**config.mk**
```make
export PLATFORM = sky130hd
export DESIGN_NAME = i2c_slave_write_receiver
export DESIGN_NICKNAME = d
export VERILOG_FILES = /design/src/hdl/i2cswr_pkg.sv /design/src/hdl/i2c_slave_write_receiver.sv /design/src/hdl/i2cswr_core.sv
export SDC_FILE = /design/constraint.sdc
export NUM_CORES = 1
export LEC_CHECK = 0
export ABC_AREA = 1
export BUFFER_PORTS_ARGS = -buffer_cell sky130_fd_sc_hd__buf_4
export CORE_UTILIZATION = 45
export DETAILED_ROUTE_END_ITERATION = 16
export PLACE_DENSITY = 0.77
export SLEW_MARGIN = 5
export SYNTH_ARGS = -nofsm -noshare
export SYNTH_HDL_FRONTEND = slang
export SYNTH_SLANG_ARGS = --single-unit
```
**constraint.sdc**
```tcl
create_clock -name clk -period 1.8 [get_ports clk]
set_input_delay 0.36 -clock clk [delete_from_list [all_inputs] [get_ports clk]]
set_output_delay 0.36 -clock clk [all_outputs]
set_load 0.05 [all_outputs]
```
**src/hdl/i2cswr_pkg.sv**
```systemverilog
package i2cswr_pkg;

  localparam int unsigned AddrWidth = 7;
  localparam int unsigned ByteWidth = 8;
  localparam int unsigned BitCntWidth = 3;

  localparam logic [AddrWidth-1:0] OwnAddressReset = 7'h7A;
  localparam logic [BitCntWidth-1:0] LastBitIdx = 3'd7;

  localparam logic StatusSuccess = 1'b0;
  localparam logic StatusNotTarget = 1'b1;

  typedef enum logic [2:0] {
    PH_WAIT_START,
    PH_ADDR,
    PH_ACK1_FALL,
    PH_ACK1_RISE,
    PH_DATA,
    PH_ACK2_FALL,
    PH_ACK2_RISE,
    PH_WAIT_STOP
  } phase_t;

  typedef struct packed {
    logic scl;
    logic sda;
  } sample_t;

  typedef struct packed {
    logic                 sda_out;
    logic                 done_res;
    logic                 status;
    logic [AddrWidth-1:0] address;
    logic [ByteWidth-1:0] data;
  } result_t;

endpackage

```
**src/hdl/i2c_slave_write_receiver.sv**
```systemverilog
// A sample accepted at the input gives its result through the input register, then
// the result register.
// Throughput: one sample per cycle unless the output stalls; the input register and
// the result register let one new sample in while a finished result waits to be taken.
// Reset (synchronous, rst_n low): both registers empty, waiting for START, bus history idle
// high, line released, own address 0x7A.
module i2c_slave_write_receiver (
  input  logic        clk,
  input  logic        rst_n,
  input  logic        in_tvalid,
  output logic        in_tready,
  input  logic [7:0]  in_tdata,   // scl_in [0], sda_in [1], zeros [7:2]
  output logic        out_tvalid,
  input  logic        out_tready,
  output logic [15:0] out_tdata,  // sda_out [0], address [7:1], data [15:8]
  output logic        out_tlast,
  output logic        out_tuser,  // status [0]
  input  logic        cfg_valid,
  output logic        cfg_ready,
  input  logic [6:0]  cfg_data
);

  logic                              in_valid_r, in_valid_nxt;
  i2cswr_pkg::sample_t               in_sample_r;
  logic                              out_valid_r, out_valid_nxt;
  i2cswr_pkg::result_t               out_res_r;
  logic [i2cswr_pkg::AddrWidth-1:0]  own_addr_r;
  i2cswr_pkg::result_t               core_res;
  logic                              out_load, in_adv, in_acc;

  assign out_load  = !out_valid_r || out_tready;
  assign in_adv    = in_valid_r && out_load;
  assign in_tready = !in_valid_r || out_load;
  assign in_acc    = in_tvalid && in_tready;
  assign cfg_ready = 1'b1;

  assign in_valid_nxt  = in_acc ? 1'b1 : (in_adv ? 1'b0 : in_valid_r);
  assign out_valid_nxt = out_load ? in_valid_r : out_valid_r;

  always_ff @(posedge clk) begin
    if (!rst_n) begin
      in_valid_r  <= 1'b0;
      out_valid_r <= 1'b0;
      own_addr_r  <= i2cswr_pkg::OwnAddressReset;
    end else begin
      in_valid_r  <= in_valid_nxt;
      out_valid_r <= out_valid_nxt;
      if (cfg_valid && cfg_ready) own_addr_r <= cfg_data;
    end
  end

  always_ff @(posedge clk) begin
    if (in_acc) begin
      in_sample_r.scl <= in_tdata[0];
      in_sample_r.sda <= in_tdata[1];
    end
    if (in_adv) out_res_r <= core_res;
  end

  i2cswr_core u_core (
    .clk         (clk),
    .rst_n       (rst_n),
    .step        (in_adv),
    .sample      (in_sample_r),
    .own_address (own_addr_r),
    .result      (core_res)
  );

  assign out_tvalid = out_valid_r;
  assign out_tdata  = {out_res_r.data, out_res_r.address, out_res_r.sda_out};
  assign out_tlast  = out_res_r.done_res;
  assign out_tuser  = out_res_r.status;

  assert property (@(posedge clk) disable iff (!rst_n)
    (out_tvalid && out_tlast) |-> out_tdata[0])
    else $error("line held low on a finished transaction");

  assert property (@(posedge clk) disable iff (!rst_n)
    (out_tvalid && !out_tlast) |-> (!out_tuser && out_tdata[15:1] == '0))
    else $error("result fields set without a finished transaction");

  assert property (@(posedge clk) disable iff (!rst_n)
    (out_tvalid && out_tlast && out_tuser) |-> out_tdata[15:8] == '0)
    else $error("data reported for a foreign address");

  assert property (@(posedge clk) disable iff (!rst_n)
    (in_valid_r && !out_load) |=> (in_valid_r && $stable(in_sample_r)))
    else $error("stalled sample lost from the input register");

endmodule

```
**src/hdl/i2cswr_core.sv**
```systemverilog
module i2cswr_core (
  input  logic                              clk,
  input  logic                              rst_n,
  input  logic                              step,
  input  i2cswr_pkg::sample_t               sample,
  input  logic [i2cswr_pkg::AddrWidth-1:0]  own_address,
  output i2cswr_pkg::result_t               result
);

  i2cswr_pkg::phase_t phase_r, phase_nxt;
  logic [i2cswr_pkg::BitCntWidth-1:0] bit_cnt_r, bit_cnt_nxt;
  logic [i2cswr_pkg::ByteWidth-1:0]   shift_r, shift_nxt;
  logic [i2cswr_pkg::AddrWidth-1:0]   held_addr_r, held_addr_nxt;
  logic                               last_scl_r, last_sda_r;
  logic                               drive_r, drive_nxt;

  logic                               rise, fall, start_cond, stop_cond, last_bit;
  logic [i2cswr_pkg::ByteWidth-1:0]   shifted;

  assign rise       = !last_scl_r && sample.scl;
  assign fall       = last_scl_r && !sample.scl;
  assign start_cond = sample.scl && last_scl_r && last_sda_r && !sample.sda;
  assign stop_cond  = sample.scl && last_scl_r && !last_sda_r && sample.sda;
  assign shifted    = {shift_r[i2cswr_pkg::ByteWidth-2:0], sample.sda};
  assign last_bit   = (bit_cnt_r == i2cswr_pkg::LastBitIdx);

  always_comb begin
    phase_nxt = phase_r;
    unique case (phase_r)
      i2cswr_pkg::PH_WAIT_START: begin
        if (start_cond) phase_nxt = i2cswr_pkg::PH_ADDR;
      end
      i2cswr_pkg::PH_ADDR: begin
        if (rise && last_bit) begin
          if (shifted[i2cswr_pkg::ByteWidth-1:1] == own_address) begin
            phase_nxt = i2cswr_pkg::PH_ACK1_FALL;
          end else begin
            phase_nxt = i2cswr_pkg::PH_WAIT_START;
          end
        end
      end
      i2cswr_pkg::PH_ACK1_FALL: begin
        if (fall) phase_nxt = i2cswr_pkg::PH_ACK1_RISE;
      end
      i2cswr_pkg::PH_ACK1_RISE: begin
        if (rise) phase_nxt = i2cswr_pkg::PH_DATA;
      end
      i2cswr_pkg::PH_DATA: begin
        if (rise && last_bit) phase_nxt = i2cswr_pkg::PH_ACK2_FALL;
      end
      i2cswr_pkg::PH_ACK2_FALL: begin
        if (fall) phase_nxt = i2cswr_pkg::PH_ACK2_RISE;
      end
      i2cswr_pkg::PH_ACK2_RISE: begin
        if (rise) phase_nxt = i2cswr_pkg::PH_WAIT_STOP;
      end
      i2cswr_pkg::PH_WAIT_STOP: begin
        if (stop_cond) phase_nxt = i2cswr_pkg::PH_WAIT_START;
      end
      default: phase_nxt = i2cswr_pkg::PH_WAIT_START;
    endcase
  end

  always_comb begin
    bit_cnt_nxt      = bit_cnt_r;
    shift_nxt        = shift_r;
    held_addr_nxt    = held_addr_r;
    drive_nxt        = drive_r;
    result.done_res  = 1'b0;
    result.status    = i2cswr_pkg::StatusSuccess;
    result.address   = '0;
    result.data      = '0;
    unique case (phase_r)
      i2cswr_pkg::PH_WAIT_START: begin
        if (start_cond) begin
          shift_nxt   = '0;
          bit_cnt_nxt = '0;
        end
      end
      i2cswr_pkg::PH_ADDR: begin
        if (rise) begin
          shift_nxt   = shifted;
          bit_cnt_nxt = bit_cnt_r + 1'b1;
          if (last_bit) begin
            held_addr_nxt = shifted[i2cswr_pkg::ByteWidth-1:1];
            bit_cnt_nxt   = '0;
            if (shifted[i2cswr_pkg::ByteWidth-1:1] != own_address) begin
              result.done_res = 1'b1;
              result.status   = i2cswr_pkg::StatusNotTarget;
              result.address  = shifted[i2cswr_pkg::ByteWidth-1:1];
            end
          end
        end
      end
      i2cswr_pkg::PH_ACK1_FALL, i2cswr_pkg::PH_ACK2_FALL: begin
        if (fall) drive_nxt = 1'b0;
      end
      i2cswr_pkg::PH_ACK1_RISE: begin
        if (rise) begin
          drive_nxt   = 1'b1;
          shift_nxt   = '0;
          bit_cnt_nxt = '0;
        end
      end
      i2cswr_pkg::PH_DATA: begin
        if (rise) begin
          shift_nxt   = shifted;
          bit_cnt_nxt = last_bit ? '0 : bit_cnt_r + 1'b1;
        end
      end
      i2cswr_pkg::PH_ACK2_RISE: begin
        if (rise) drive_nxt = 1'b1;
      end
      i2cswr_pkg::PH_WAIT_STOP: begin
        if (stop_cond) begin
          result.done_res = 1'b1;
          result.status   = i2cswr_pkg::StatusSuccess;
          result.address  = held_addr_r;
          result.data     = shift_r;
        end
      end
      default: begin
      end
    endcase
    result.sda_out = drive_nxt;
  end

  always_ff @(posedge clk) begin
    if (!rst_n) begin
      phase_r     <= i2cswr_pkg::PH_WAIT_START;
      bit_cnt_r   <= '0;
      shift_r     <= '0;
      held_addr_r <= '0;
      last_scl_r  <= 1'b1;
      last_sda_r  <= 1'b1;
      drive_r     <= 1'b1;
    end else if (step) begin
      phase_r     <= phase_nxt;
      bit_cnt_r   <= bit_cnt_nxt;
      shift_r     <= shift_nxt;
      held_addr_r <= held_addr_nxt;
      last_scl_r  <= sample.scl;
      last_sda_r  <= sample.sda;
      drive_r     <= drive_nxt;
    end
  end

  // The line is only held low while waiting for the rising edge that ends an acknowledge.
  assert property (@(posedge clk) disable iff (!rst_n)
    !drive_r == (phase_r == i2cswr_pkg::PH_ACK1_RISE || phase_r == i2cswr_pkg::PH_ACK2_RISE))
    else $error("drive level out of step with phase");

  assert property (@(posedge clk) disable iff (!rst_n)
    (phase_r == i2cswr_pkg::PH_WAIT_START || phase_r == i2cswr_pkg::PH_WAIT_STOP) |->
      bit_cnt_r == '0)
    else $error("bit counter not cleared outside a byte");

endmodule

```
==> impl_metrics.yaml, run 1 <==
run_status:
  status: "completed"
clock_network:
  cts_htree_levels: 2
  cts.clk_slew.worst_paths_ps: 100
  cts_tree: "built"
  ctsHoldBuffers: 0
  cts_setup_buffers: 0
  cts-root-buf: "clkbuf_8"
  cts_buffers: 5
  cts_resized: 0
  clk_path_buf_depth: 2
  clock_latency_ps: 300
  clock-sinks: 53
logic_synthesis:
  syn_area_sq_um: 2400
  ys_ff_latch: 53
  synth-edff-count: 20
  syn_nets: 321
  synth.avg_cell_area_sq_um: 8.02
  yosysWarnings: 0
  ys.flop_type: "dfxtp_1"
  yosysUniqueCellTypes: 27
  yosysSeqAreaShare: 0.526
  syn-instance-count: 299
  async_flop_share: 0
detailed_routing:
  routed_wl_microns: 4490
  dr.pass1.iters: 4
  ant_nets: 0
  vias_per_cell: 4.70
  drcViolationCount: 0
  vias: 1936
  detailedRoute.firstIterationViolations: 137
  drt-wirelength-per-cell_microns: 10.9
worst_setup_path:
  worstSetupEndpointType: "register"
  start_kind: "register"
  arrival_ps: 1820
  cp_max_fo: 19
  slowest_stage: "dfxtp_2"
  rrSetupSlack_ps: 190
  rr_startpoint: "u_core.phase_r[0]"
  cp.required_ps: 2010
  startpoint: "u_core.phase_r[0]"
  worstSetupPathType: "reg -> reg"
  path_cells: "nor2_1, nand2_2, nand2_4, nand2_2, inv_2, nor2_4, nand2_4, inv_1, nand2_1, nand2_1, nor2_1"
  slowest_delay_ps: 450
finish:
  final_common_cell: "nand2_1"
  final_area_sq_um: 2860
  fillerInstances: 476
  nets: 363
  mostFrequentLayoutCells: "nand2_1, buf_4, nor2_1"
  area_delta_synth_final_pct: 19.2
  fin_cells: 412
  diodes: 0
  layout-drive-gt1-share: 0.205
timing:
  finalSetupTns_ps: 0
  clock_skew_ps: 5.43
  final_max_slew_viol_count: 0
  hold_viol_final: 0
  period_share: 0.895
  rsz0062_at_grt: "false"
  min_period_ps: 1610
  layout_setup_ws_ps: 189
  max_freq_mhz: 621
  final-setup-viol-count: 0
  whs_ps: 229
grt:
  grt_pass1_vias: 1678
  grt_max_degree: 20
  grt_use_total: 0.173
  antenna_found_initial: 0
  grt_pass1_wl_microns: 7400
  grt_overflow_total: 0
die:
  rows: 26
  initial_core_util: 0.469
  core_sq_um: 5110
  die_h_microns: 75.0
  die_x_microns: 75.0
  dieArea_sq_um: 5620
  ioPinCount: 41
place:
  io_buffers: 33
  place_inst: 404
  dpl_cell_area_sq_um: 2760
  preCtsSetupSlack_ps: 100
  place_hpwl_microns: 3280
  gp_congestion: 0.837
hold_path:
  worstHoldStart: "in_tdata[1]"
  min_path_type: "in -> reg"
power:
  peakVddDrop_mv: 0.364
  pwr_density_cell_nw_per_um2: 818
  p_leak_nw: 1.28
run:
  cap_violations: 0
==> cell families after synthesis <==
family                   share of synthesized area
buffers and inverters                       0.0799
AO/OA/AOI/OAI                                0.127
XOR/XNOR                                   0.00731
other                                      0.00156
adder cells (fa/ha/maj)                     0.0104
flip-flops                                   0.526
AND/OR/NAND/NOR                              0.247
==> where the power goes <==
| part | internal (W) | switching, W | total, W | leakage [nW] |
|---|---|---|---|---|
| clock | 0.000283 | 0.000402 | 0.000685 | 0.0423 |
| sequential | 0.00130 | 0.0000294 | 0.00132 | 0.461 |
| combinational | 0.000112 | 0.000215 | 0.000327 | 0.776 |
| total | 0.00169 | 0.000646 | 0.00234 | 1.28 |
==> critical path: cells and delay by family, from the launching register on <==
family,cells,cell delay (ps)
AND/OR/NAND/NOR,9,850
flip-flops,1,450
buffers and inverters,2,230
==> final timing paths <==
| kind | to | cells after the start |
|---|---|---|
| max | u_core.shift_r[0] | 11 |
| min reg2reg | own_addr_r[0] | 2 |
| max reg2reg | u_core.shift_r[0] | 11 |
| min | in_sample_r[0] | 1 |
==> state kept, by name, indices dropped and copies added, names as in the netlist <==
name / flops
u_core.last_sda_r: 1
u_core.held_addr_r: 7
out_tvalid: 1
out_tlast: 1
out_tdata: 16
own_addr_r: 7
in_valid_r: 1
in_sample_r: 2
out_tuser: 1
u_core.phase_r: 3
u_core.bit_cnt_r: 3
u_core.drive_r: 1
u_core.last_scl_r: 1
u_core.shift_r: 8
==> area by class of cell <==
cell class,instances,area [sq um],area share
multi-input cells,201,947,0.331
well taps,70,87.6,0.0306
repair buffers,43,323,0.113
flip-flops and latches,53,1270,0.443
clock inverters,3,26.3,0.00919
inverters,37,139,0.0486
clock buffers,5,68.8,0.0241
==> Yosys cell counts (2+ instances only) <==
cell type | count | area, sq um
nand2_2 | 5 | 31.3
o211ai_1 | 3 | 22.5
nor3_1 | 2 | 10.0
nand2_4 | 2 | 22.5
inv_1 | 33 | 124
edfxtp_1 | 20 | 601
a21oi_1 | 25 | 125
ha_1 | 2 | 25.0
nand2_1 | 70 | 263
nor2_1 | 36 | 135
nand3_1 | 18 | 90.1
dfxtp_1 | 33 | 661
inv_2 | 3 | 11.3
o21ai_1 | 7 | 35.0
o21ai_0 | 23 | 115
buf_4 | 4 | 30.0
clkbuf_1 | 3 | 11.3
==> routing by layer <==
| layer | wire length (microns) | global-route usage | up-vias |
|---|---|---|---|
| met5 | 0 | 0 | - |
| met4 | 44 | 0.0587 | 0 |
| met3 | 131 | 0.0375 | 4 |
| met2 | 2080 | 0.288 | 32 |
| met1 | 2240 | 0.225 | 852 |
| li1 | - | - | 1048 |
==> through the flow <==
stage	total power, W	utilization
floorplan	0.00158	-
global placement	0.00167	0.540
detailed placement	0.00168	0.540
CTS	0.00236	0.558
global route	0.00244	0.560
finish	0.00234	0.560
Note: power is estimated with default switching activity, not from simulation.
==> run 2: changes to the inputs <==
clock period = 1.5 ns   (was 1.8 ns; I/O delays follow)
==> run 2 against run 1 <==
Against the previous run: the run now ends with negative setup slack left; maximum frequency increased by 6.7%; flip-flop and latch count unchanged; clock skew decreased by 2.7 ps; count of clock-buffer cells in the layout unchanged; core utilization increased by 7.4 points; design area increased by 13%; critical path depth unchanged; register-to-register slack got worse by 200 ps; total power increased by 25%; first-iteration DRC count decreased by 26%.
==> impl_metrics.yaml, run 2 (synthesis results as in run 1) <==
grt:
  grt_pass1_vias: 1888
  grt_max_degree: 19
  antenna_found_initial: 0
  grt_pass1_wl_microns: 7990
  grt_overflow_total: 0
  grt_use_total: 0.188
timing:
  period_share: 1.01
  min_period_ps: 1510
  layout_setup_ws_ps: -9.77
  clock_skew_ps: 2.76
  hold_viol_final: 0
  final-setup-viol-count: 1
  max_freq_mhz: 662
  rsz0062_at_grt: "true"
  final_max_slew_viol_count: 0
detailed_routing:
  drt-wirelength-per-cell_microns: 12.0
  vias: 2140
  dr.pass1.iters: 4
  drcViolationCount: 0
  routed_wl_microns: 5240
  ant_nets: 0
  vias_per_cell: 4.91
  detailedRoute.firstIterationViolations: 102
run:
  cap_violations: 0
worst_setup_path:
  start_kind: "register"
  worstSetupPathType: "reg -> reg"
  worstSetupEndpointType: "register"
  cp.required_ps: 1750
  cp_max_fo: 5
  arrival_ps: 1760
finish:
  diodes: 0
  mostFrequentLayoutCells: "buf_4, nand2_1, nor2_1"
  area_delta_synth_final_pct: 34.9
  layout-drive-gt1-share: 0.350
  largest_reg_flops: 16
  final_common_cell: "buf_4"
  nets: 387
  fillerInstances: 413
run_status:
  status: "complete, but fails checks"
  violations: "negative setup slack"
power:
  pwr_density_cell_nw_per_um2: 904
  peakVddDrop_mv: 0.513
  p_leak_nw: 1.42
  power.total_w: 0.00293
clock_network:
  clk_path_buf_depth: 2
  clock_latency_ps: 310
  cts_tree: "built"
  clock-sinks: 53
  ctsHoldBuffers: 0
  cts_htree_levels: 2
  cts-root-buf: "clkbuf_8"
  cts_buffers: 5
  cts.clk_slew.worst_paths_ps: 100
die:
  ioPinCount: 41
  dieArea_sq_um: 5620
  core_sq_um: 5110
  die_x_microns: 75.0
  initial_core_util: 0.469
  die_h_microns: 75.0
  rows: 26
place:
  gp_congestion: 0.859
  preCtsSetupSlack_ps: -65.0
  io_buffers: 33
  place_hpwl_microns: 3570
hold_path:
  min_path_type: "in -> reg"
run 2: cell count changes in the layout (fill, tap and decap cells not counted), moves of 4 or more:
cell,previous run,this run
buf_4,43,61
nand2_1,69,56
nand2_2,6,14
o21ai_0,23,16
nor2_1,36,30
nand2_4,2,7
buf_6,0,4
inv_1,33,29
o21ai_2,0,4
run 2: worst paths after layout:
kind              cells after the start                end  slack [ps]         startpoint
setup / recovery                     11  u_core.shift_r[0]         -10  u_core.phase_r[0]
setup reg to reg                     11  u_core.shift_r[0]         -10  u_core.phase_r[0]
hold / removal                        1     in_sample_r[0]         160        in_tdata[1]
hold reg to reg                       2      own_addr_r[0]         480      own_addr_r[0]
run 2: final cells by class:
type,instances,area [sq um],area share
flip-flops and latches,53,1280,0.395
multi-input cells,201,1100,0.339
repair buffers,66,523,0.162
inverters,37,150,0.0464
well taps,70,87.6,0.0271
clock buffers,5,68.8,0.0213
clock inverters,3,25.0,0.00774
repair inverters,1,7.51,0.00232
run 2: timing repair:
item / in CTS / in global routing
setup buffers: 0 / 5
endpoints found under the setup margin: 31 / 39
resized for setup: 13 / 44
pin swaps: 2 / 17
cloned: 1 / 0
run 2: report_power, final:
part	switching, W	internal, W
combinational	0.000305	0.000194
sequential	0.0000381	0.00155
clock	0.000495	0.000341
total	0.000839	0.00209
run 2: per-stage QoR:
| stage | hold slack [ps] | setup TNS, ps | utilization | instance area, sq um | std cells |
|---|---|---|---|---|---|
| finish | 162 | -9.77 | 0.633 | 3230 | 436 |
| global route | 154 | -630 | 0.633 | 3230 | 436 |
| CTS | 160 | -1.37 | 0.600 | 3070 | 431 |
| detailed placement | 461 | -673 | 0.573 | 2930 | 422 |
| global placement | 446 | -172 | 0.573 | 2930 | 422 |
| floorplan | 399 | -63.4 | - | 2420 | 299 |
run 2: worst max-delay path, cell delays in order, from the launching register on:
cell and delay [ps]:
dfxtp_4 380, buf_6 130, nor3_2 190, nand2_1 110
nand2_2 110, nor2_4 60, nand2_4 100, buf_4 130
inv_4 40, nand2_1 70, nand2_1 50, nor2_1 90
run 2: per-layer routing:
metal / share of wire / up-vias / global-route usage
li1: - / 1096 / -
met1: 0.44 / 967 / 0.228
met2: 0.49 / 62 / 0.321
met3: 0.051 / 15 / 0.0442
met4: 0.023 / 0 / 0.0776
met5: 0 / - / 0
==> run 3: changes to the inputs <==
CTS_CLUSTER_SIZE = 40   (was unset)
SYNTH_HIERARCHICAL = 1   (was unset)
==> run 3 against run 2 <==
Against the previous run: the flow now finishes without violations; synthesized area fell by 1.3%; flip-flop and latch count did not move; synthesized cell count fell by 4.0%; hold slack improved by 8.8 ps; wire length fell by 12%; register-to-register slack improved by 30 ps; count of clock-buffer cells in the layout did not move.
==> impl_metrics.yaml, run 3 <==
grt:
  grt_use_total: 0.175
  grt_overflow_total: 0
  antenna_found_initial: 0
  grt_pass1_vias: 1702
  grt_pass1_wl_microns: 7330
  grt_max_degree: 20
logic_synthesis:
  ys_ff_latch: 53
  syn-instance-count: 287
  syn_nets: 309
  synth-edff-count: 20
  syn_area_sq_um: 2370
  yosysSeqAreaShare: 0.533
  async_flop_share: 0
  yosysUniqueCellTypes: 28
  yosysWarnings: 6
  yosysTopAreaCellShare: 0.279
  yosys.area.top_type: "dfxtp_1"
  synth.avg_cell_area_sq_um: 8.24
  yosys-top-cells-area: "dfxtp_1, edfxtp_1, nand2_1"
  yosysMostFrequentCell: "nand2_1"
  ys.flop_type: "dfxtp_1"
  synth_common_cells: "nand2_1, inv_1, dfxtp_1"
place:
  place_hpwl_microns: 3160
  gp_congestion: 0.841
  io_buffers: 33
finish:
  multi_input_area_sq_um: 1000
  mostFrequentLayoutCells: "nand2_1, buf_4, inv_1"
  largest_reg_flops: 16
  seq_area_sq_um: 1280
  layout-drive-gt1-share: 0.304
  area_delta_synth_final_pct: 28.3
  final_common_cell: "nand2_1"
  fillerInstances: 465
  nets: 363
  diodes: 0
power:
  pwr_density_cell_nw_per_um2: 895
  power_frac_seq: 0.579
  p_clk_frac: 0.299
  p_int_w: 0.00200
  pwr-share-comb: 0.122
  peakVddDrop_mv: 0.384
  p_leak_nw: 1.27
  power.total_w: 0.00272
  netSwitchingFraction: 0.265
  p_sw_w: 0.000721
die:
  initial_core_util: 0.466
  rows: 26
  dieArea_sq_um: 5550
  ioPinCount: 41
  die_x_microns: 74.5
  die_h_microns: 74.5
  core_sq_um: 5070
timing:
  period_share: 0.989
  max_freq_mhz: 674
  whs_ps: 171
  hold_viol_final: 0
  min_period_ps: 1480
  rsz0062_at_grt: "true"
  final_max_slew_viol_count: 0
  clock_skew_ps: 4.76
  final-setup-viol-count: 0
detailed_routing:
  detailedRoute.firstIterationViolations: 137
  drcViolationCount: 0
  drt-wirelength-per-cell_microns: 11.2
  vias_per_cell: 4.80
  routed_wl_microns: 4610
  ant_nets: 0
  vias: 1977
  dr.pass1.iters: 4
run_status:
  status: "completed"
worst_setup_path:
  rr_startpoint: "u_core/bit_cnt_r[0]"
  reg2reg_depth: 8
  crit_family: "simple AND/OR/NAND/NOR gates"
  path_cells: "ha_4, ha_4, nand2_2, nor3_4, buf_6, nand2_2, o21ai_0, a21oi_1"
  slowest_delay_ps: 360
  worstSetupPathType: "reg -> reg"
  cp.required_ps: 1700
  worstSetupEndpointType: "register"
  arrival_ps: 1680
  r2r-end: "u_core/held_addr_r[1]"
  cp_max_fo: 5
  start_kind: "register"
  path_buf_inv: 1
  rrSetupSlack_ps: 20
  slowest_stage: "dfxtp_2"
hold_path:
  hold_end: "in_sample_r[0]"
  worstHoldStart: "in_tdata[1]"
  whs_path_depth: 1
  min_path_type: "in -> reg"
clock_network:
  cts-root-buf: "clkbuf_8"
  cts_htree_levels: 2
  cts_buffers: 5
  clock_latency_ps: 300
  clock-sinks: 53
  clk_path_buf_depth: 2
  cts_tree: "built"
  cts.clk_slew.worst_paths_ps: 100
run:
  cap_violations: 0
run 3: power groups by stage:
stage / combinational, W / clock [W] / sequential [W]
finish: 0.000332 / 0.000813 / 0.00157
global route: 0.000371 / 0.000897 / 0.00158
CTS: 0.000314 / 0.000836 / 0.00158
detailed placement: 0.000314 / 0 / 0.00161
global placement: 0.000308 / 0 / 0.00161
floorplan: 0.000149 / 0 / 0.00167
run 3: area by class of cell:
| cell class | instances | area share |
|---|---|---|
| well taps | 70 | 0.0288 |
| clock inverters | 3 | 0.00865 |
| repair buffers | 54 | 0.135 |
| clock buffers | 5 | 0.0227 |
| flip-flops and latches | 53 | 0.422 |
| inverters | 43 | 0.0532 |
| multi-input cells | 184 | 0.330 |
run 3: through the flow:
step | setup WS (ps) | util | instance area (sq um) | TNS [ps] | instances
6_report | 16.2 | 0.598 | 3040 | 0 | 412
5_1_grt | -35.8 | 0.598 | 3040 | -149 | 412
4_1_cts | -50.4 | 0.566 | 2870 | -313 | 405
3_5_place_dp | -24.5 | 0.547 | 2780 | -77.8 | 397
3_3_place_gp | 28.7 | 0.547 | 2780 | 0 | 397
2_1_floorplan | -76.2 | - | 2390 | -679 | 287
run 3: cells by family (layout without fill, tap and decap cells):
group,after synthesis,after routing,synth area share
xor+xnor,2,2,0.00740
fa+ha+maj,2,2,0.0106
compound gates,56,56,0.124
buf+inv,51,105,0.0920
flops,53,53,0.533
simple gates,122,123,0.231
other cells,1,1,0.00158
run 3: routing by layer:
metal | vias up | part of all wire | GRT usage
met4 | 0 | 0.011 | 0.0608
met1 | 891 | 0.44 | 0.219
met2 | 50 | 0.51 | 0.292
met5 | - | 0 | 0
li1 | 1032 | - | -
met3 | 4 | 0.041 | 0.0461
run 3: worst max-delay path by stage:
stage	startpoint	endpoint	slack (ps)	cells after the start
2_1_floorplan	out_tvalid	u_core/bit_cnt_r[0]	-80	7
3_3_place_gp	u_core/bit_cnt_r[0]	out_tdata[5]	30	6
3_5_place_dp	u_core/bit_cnt_r[0]	u_core/held_addr_r[2]	-20	7
4_1_cts	u_core/bit_cnt_r[0]	u_core/held_addr_r[2]	-50	7
5_1_grt	in_sample_r[0]	u_core/shift_r[5]	-40	8
6_report	u_core/bit_cnt_r[0]	u_core/held_addr_r[1]	20	8
run 3: timing repair:
item | CTS | global route
pin swaps | 0 | 5
gates resized for setup | 1 | 38
endpoints found under the hold margin | 0 | 0
setup buffers | 0 | 6
endpoints found under the setup margin | 16 | 27
hold buffers | 0 | 0
gates cloned | 0 | 1
